### config.mk
export PLATFORM = sky130hd
export DESIGN_NAME = ffsa_cell
export DESIGN_NICKNAME = d
export VERILOG_FILES = /design/src/rtl/ffsa_pkg.sv /design/src/rtl/ffsa_cell.sv
export SDC_FILE = /design/constraint.sdc
export NUM_CORES = 1
export LEC_CHECK = 0
export ABC_AREA = 1
export ABC_CLOCK_PERIOD_IN_PS = 1300
export BUFFER_PORTS_ARGS = -buffer_cell sky130_fd_sc_hd__buf_2
export CORE_MARGIN = 8
export CORE_UTILIZATION = 39
export CTS_BUF_LIST = sky130_fd_sc_hd__clkbuf_8 sky130_fd_sc_hd__clkbuf_16
export CTS_CLUSTER_DIAMETER = 100
export DETAILED_ROUTE_END_ITERATION = 6
export GPL_TIMING_DRIVEN = 0
export PLACE_DENSITY_LB_ADDON = 0.08
export SLEW_MARGIN = 5
export SYNTH_ARGS = -nofsm -noshare
export SYNTH_HDL_FRONTEND = slang
export SYNTH_SLANG_ARGS = --single-unit
### constraint.sdc
create_clock -name clock -period 1.3 [get_ports clock]
set_input_delay 0.065 -clock clock [delete_from_list [all_inputs] [get_ports clock]]
set_output_delay 0.065 -clock clock [all_outputs]
set_load 0.01 [all_outputs]
### src/rtl/ffsa_pkg.sv
// ----------------------------------------------------------------------------
// ffsa_pkg
// Shared types and constants of the first-fit segment allocator.
// ----------------------------------------------------------------------------
`default_nettype none

package ffsa_pkg;

   localparam int DEF_BUFFER_BYTES = 65536;
   localparam int DEF_HEADER_BYTES = 12;
   localparam int DEF_MAX_SEGMENTS = 64;

   localparam int SEG_W  = 16;
   localparam int FREE_W = 17;

   localparam logic KIND_ALLOC   = 1'b0;
   localparam logic KIND_RELEASE = 1'b1;

   localparam logic [1:0] STATUS_OK      = 2'd0;
   localparam logic [1:0] STATUS_NOFIT   = 2'd1;
   localparam logic [1:0] STATUS_UNKNOWN = 2'd2;
   localparam logic [1:0] STATUS_DOUBLE  = 2'd3;

   typedef struct packed {
      logic        kind;
      logic [15:0] req_bytes;
      logic [15:0] address;
   } req_type;

   typedef struct packed {
      logic [1:0]        status;
      logic [15:0]       block_addr;
      logic [FREE_W-1:0] free_bytes;
   } rsp_type;

   typedef struct packed {
      logic             valid;
      logic             free;
      logic [SEG_W-1:0] start;
      logic [SEG_W-1:0] size;
   } seg_type;

   typedef enum logic [2:0] {
      CELL_HOLD,
      CELL_LOAD,
      CELL_PREV,
      CELL_NEXT,
      CELL_NEXT2
   } cell_op_type;

   typedef struct packed {
      cell_op_type op;
      seg_type     data;
   } cell_cmd_type;

   typedef struct packed {
      logic fit;
      logic hit;
   } cell_flags_type;

   typedef enum logic [1:0] {
      ST_IDLE,
      ST_FIND,
      ST_APPLY
   } state_type;

endpackage

`default_nettype wire

### src/rtl/ffsa_cell.sv
// ----------------------------------------------------------------------------
// ffsa_cell
// One segment table entry: holds a segment, compares it against the current
// transaction and takes a new value from itself, a neighbor or a load.
// ----------------------------------------------------------------------------
`default_nettype none

module ffsa_cell
   import ffsa_pkg::*;
#(
   parameter int      HEADER_BYTES = DEF_HEADER_BYTES,
   parameter seg_type RESET_SEG    = '0
) (
   input  wire logic           clock,
   input  wire logic           reset,
   input  wire cell_cmd_type   cmd_i,
   input  wire seg_type        prev_i,
   input  wire seg_type        next_i,
   input  wire seg_type        next2_i,
   input  wire logic [16:0]    rsize_i,
   input  wire logic [15:0]    address_i,
   output seg_type             seg_o,
   output cell_flags_type      flags_o
);

   localparam logic [16:0] HDR17 = 17'(HEADER_BYTES);

   seg_type seg_ff;
   seg_type seg_in;

   always_comb begin
      case (cmd_i.op)
         CELL_HOLD:  seg_in = seg_ff;
         CELL_LOAD:  seg_in = cmd_i.data;
         CELL_PREV:  seg_in = prev_i;
         CELL_NEXT:  seg_in = next_i;
         CELL_NEXT2: seg_in = next2_i;
         default:    seg_in = seg_ff;
      endcase
   end

   always_ff @(posedge clock) begin
      if (reset) begin
         seg_ff <= RESET_SEG;
      end else begin
         seg_ff <= seg_in;
      end
   end

   assign seg_o       = seg_ff;
   assign flags_o.fit = seg_ff.valid && seg_ff.free && ({1'b0, seg_ff.size} >= rsize_i);
   assign flags_o.hit = seg_ff.valid && (({1'b0, seg_ff.start} + HDR17) == {1'b0, address_i});

endmodule

`default_nettype wire

Yosys cells after proc, flatten, opt, wreduce, memory -nomap -nowiden

Index checks and enable logic that the tools add are counted.

Register bits after elaboration: 34
Input port bits: 174
Output and inout port bits: 36
Logic and storage cells: 16

Mux-type cells: 1
Reductions and logical operators: 4
$add $sub $neg: 1
Magnitude comparators: 1
Equality and inequality tests: 5

Operators by type and width:

| operator              | number |
|---|---|
| $pmux 34 s4           | 1 |
| $add 16x4->17 const B | 1 |
| $eq 17x16->1          | 1 |
| $ge 16x17->1          | 1 |
| $eq 3x2->1 const B    | 2 |
| $reduce_bool 4->1     | 1 |
| $eq 3x1->1 const B    | 1 |
| $eq 3x3->1 const B    | 1 |
| $logic_and 1x1->1     | 3 |

Logic depth before layout (Yosys ltp)

Depth in word-level cells: 3
Depth in mapped cells: 12
Mapped depth without buffers: 12

Least setup slack after synthesis

No wires, ideal clock.

Path type: register -> output
From: register seg_ff, in the netlist seg_o[18]
To: output flags_o[0] (netlist name)
Stages on the path, launching flop included: 12
Data required time: 1.235 ns
Path buffers: 0
Data arrival time: 1.522 ns
Path slack: -0.287 ns
Cell sequence: dfxtp_1 inv_1 ha_1 nor2_4 nand2_2 nand2_1 nand2_1 nand2_1 nand2_1 nor2_1 nand3_1 nor2_1

RTL lines:

| element                | RTL line        | source |
|---|---|---|
| start, declared        | ffsa_cell.sv:28 | `seg_type seg_ff;` |
| start signal, assigned | ffsa_cell.sv:46 | `seg_ff <= seg_in;` |
| end, declared          | ffsa_cell.sv:23 | `output cell_flags_type flags_o` |

==> run metrics <==
max-slew violations 0; Critical Path Sink flags_o[0]; Area Overhead vs Synth 49.08%; Slew headroom 0.6627; clock skew 0 ps; vias in the first global route 4,522; routed len/inst 16.03 um; gr ovfl total 0; clk_lat worst skew 290 ps; reg2reg end seg_o[29]$_SDFFE_PP0P_; CP endpoint kind output port; placed insts 843; Critical Path Start Type register; Mapped Area 0.003123 sq mm; Initial Utilization 0.4041; Die Ht 105.5 um; CTS buffer count 5; Die X 105.5 um; Final ANT Viol Nets 0; Worst Path Required 1240 ps; crit path buf inv count 2; crit-path leading delay family simple AND/OR/NAND/NOR gates; min cycle time layout 1808 ps; Synth Net Count 723; clk buf depth 2; CTS tree done; DR pass1 iterations 4; standard-cell rows 32; Reg-to-Reg Start seg_o[29]$_SDFFE_PP0P_; Final setup violation count 2; MaxCap Viol Count 0; DP HPWL 11,270 um; Worst-path clk slew 80 ps; GPL Wtd Cong 0.8628; Min Hold Slack 28.27 ps; Iter 0 DRT Violations 186; commonest non-fill, non-tap cell in the layout buf_2; Power Density 738.7 mW/mm^2; Max VDD drop 0.4016 mV; min-delay worst type in2reg; nets 948; pin count of the biggest net entering global routing 12; max reg flops 34; CTS root buf clkbuf_8; violated checks negative setup slack; Ys Warns 0; fill count 798; Gate Count Post-Synth 532; final setup margin -508.1 ps; Final Hold Vio Count 0; final instance area 0.004656 sq mm; CP max stage cell dfxtp_4; post-synthesis register bit count 34; Routed WL 13,800 um; crit path from seg_o[18]$_SDFFE_PP0P_; Top cell by count, worst path nand2_1; crit path DAT 1740 ps; non-filler instance count after layout 861; Avg Vias per Cell 5.013; crit path cell chain inv_4 > ha_4 > nor2_4 > nand2_2 > nand2_2 > nand2_1 > nand2_1 > nand2_1 > nor2_2 > nand3_2 > nor2_2 > buf_2; Levels on crit path 12; drt drc 0; first-pass GRT wire length 21,750 um; CP Max Fanout 7; Worst path max stage delay 360 ps; dpl ws -273.2 ps; DIE AREA 0.01113 sq mm; register area share after synthesis 0.2179; outcome complete, but fails checks; initial antenna violation count 1; core area 0.007727 sq mm; Ports 210; Mean Syn Cell Area 5.870 sq um; Slew @ Worst Pin 506.0 ps; Placement Cell Area 0.004323 sq mm; H-tree Lvls 2; Crit Path Class reg2out; path depth of the worst reg2reg path 2; post-synth cell types 32; Port Buffer Count 209; commonest cells after routing, fill and taps aside buf_2, nand2_1, inv_1; static leakage 2.517 nW; FF-to-FF setup slack 410 ps; unrepaired setup endpoints after global routing yes; total track usage 0.2388; share of layout cells above drive strength 1 0.3905; clk sinks 34; achievable clock frequency 553.1 MHz; final period utilization 1.391; via count 4,316
## synth_stat cells (all sizes together)
library cell    n  area (sq um)
ha             17         212.7
dfxtp          34         680.7
xnor2           7         61.31
o21bai          1         7.510
clkbuf          5         20.01
a41oi           3         26.28
a21oi          35         175.2
inv            60         225.2
and3            3         18.77
nand2         204         785.8
o21ai          46         234.0
a21o            1         7.510
nand3          15         75.07
a22oi           3         22.52
nor3            2         15.01
xor2            1         8.760
buf            17         112.6
nand3b          1         7.510
o21a            2         15.01
nor2           35         161.4
a31oi          20         125.1
nand4          20         125.1
## layout make-up
| class | instances | area, sq um | share of cell area |
|---|---|---|---|
| well taps | 102 | 127.6 | 0.02741 |
| clock buffers | 5 | 68.82 | 0.01478 |
| multi-input cells | 416 | 2243 | 0.4819 |
| flip-flops and latches | 34 | 714.4 | 0.1535 |
| clock inverters | 3 | 16.27 | 0.003494 |
| plain buffers | 22 | 132.6 | 0.02849 |
| diodes | 1 | 2.502 | 0.0005375 |
| repair buffers | 218 | 1122 | 0.2411 |
| inverters | 60 | 227.7 | 0.04891 |
## power breakdown
part	switching (mW)	internal [mW]
Clock	0.433	0.367
Combinational	0.732	0.628
Sequential	0.130	1.15
## tightest hold or removal path, delay by kind of cell
kind	cells	cell delay, ps
buf+inv	1	100
simple gates	1	50
compound gates	1	70
## stage by stage
stage               power [mW]  setup TNS [ps]  utilization
floorplan                1.951          -34.39            -
global placement         2.508          -473.4       0.5594
detailed placement       2.537          -670.5       0.5594
CTS                      3.424          -950.8       0.5984
global route             3.653           -1250       0.6022
finish                   3.439          -979.2       0.6025
## timing repair
item,in CTS,in global routing
gates resized for setup,32,9
pin swaps,12,10
endpoints found under the setup margin,2,2
cloned,0,0
hold buffers,1,0
endpoints found under the hold margin,2,0
setup buffers,8,0
## layer usage
layer / up-vias / wire [um] / global-route usage
met1: 1884 / 5648 / 0.2731
met5: - / 0 / 0
met3: 20 / 1313 / 0.07795
met2: 214 / 6637 / 0.4182
li1: 2198 / - / -
met4: 0 / 198 / 0.05912
## cell families (layout without fill, tap and decap cells)
group,after synthesis,after routing,share of synthesized area
buffers and inverters,82,308,0.1146
XOR/XNOR,8,8,0.02244
flip-flops,34,34,0.2179
AND/OR/NAND/NOR,280,280,0.3806
other,0,1,0
adder cells (fa/ha/maj),17,17,0.06811
AO/OA/AOI/OAI,111,111,0.1963
## worst min-delay path by stage
| stage | startpoint | end | slack [ps] | cells after the start |
|---|---|---|---|---|
| 4_1_cts | cmd_i[27] | seg_o[27]$_SDFFE_PP0P_ | 30 | 3 |
| 5_1_grt | cmd_i[27] | seg_o[27]$_SDFFE_PP0P_ | 30 | 3 |
| 3_5_place_dp | reset | seg_o[18]$_SDFFE_PP0P_ | 270 | 2 |
| 6_report | cmd_i[12] | seg_o[12]$_SDFFE_PP0P_ | 30 | 3 |
| 3_3_place_gp | reset | seg_o[18]$_SDFFE_PP0P_ | 270 | 2 |
| 2_1_floorplan | reset | seg_o[18]$_SDFFE_PP0P_ | 130 | 1 |
Note: power is estimated with default switching activity, not from simulation.
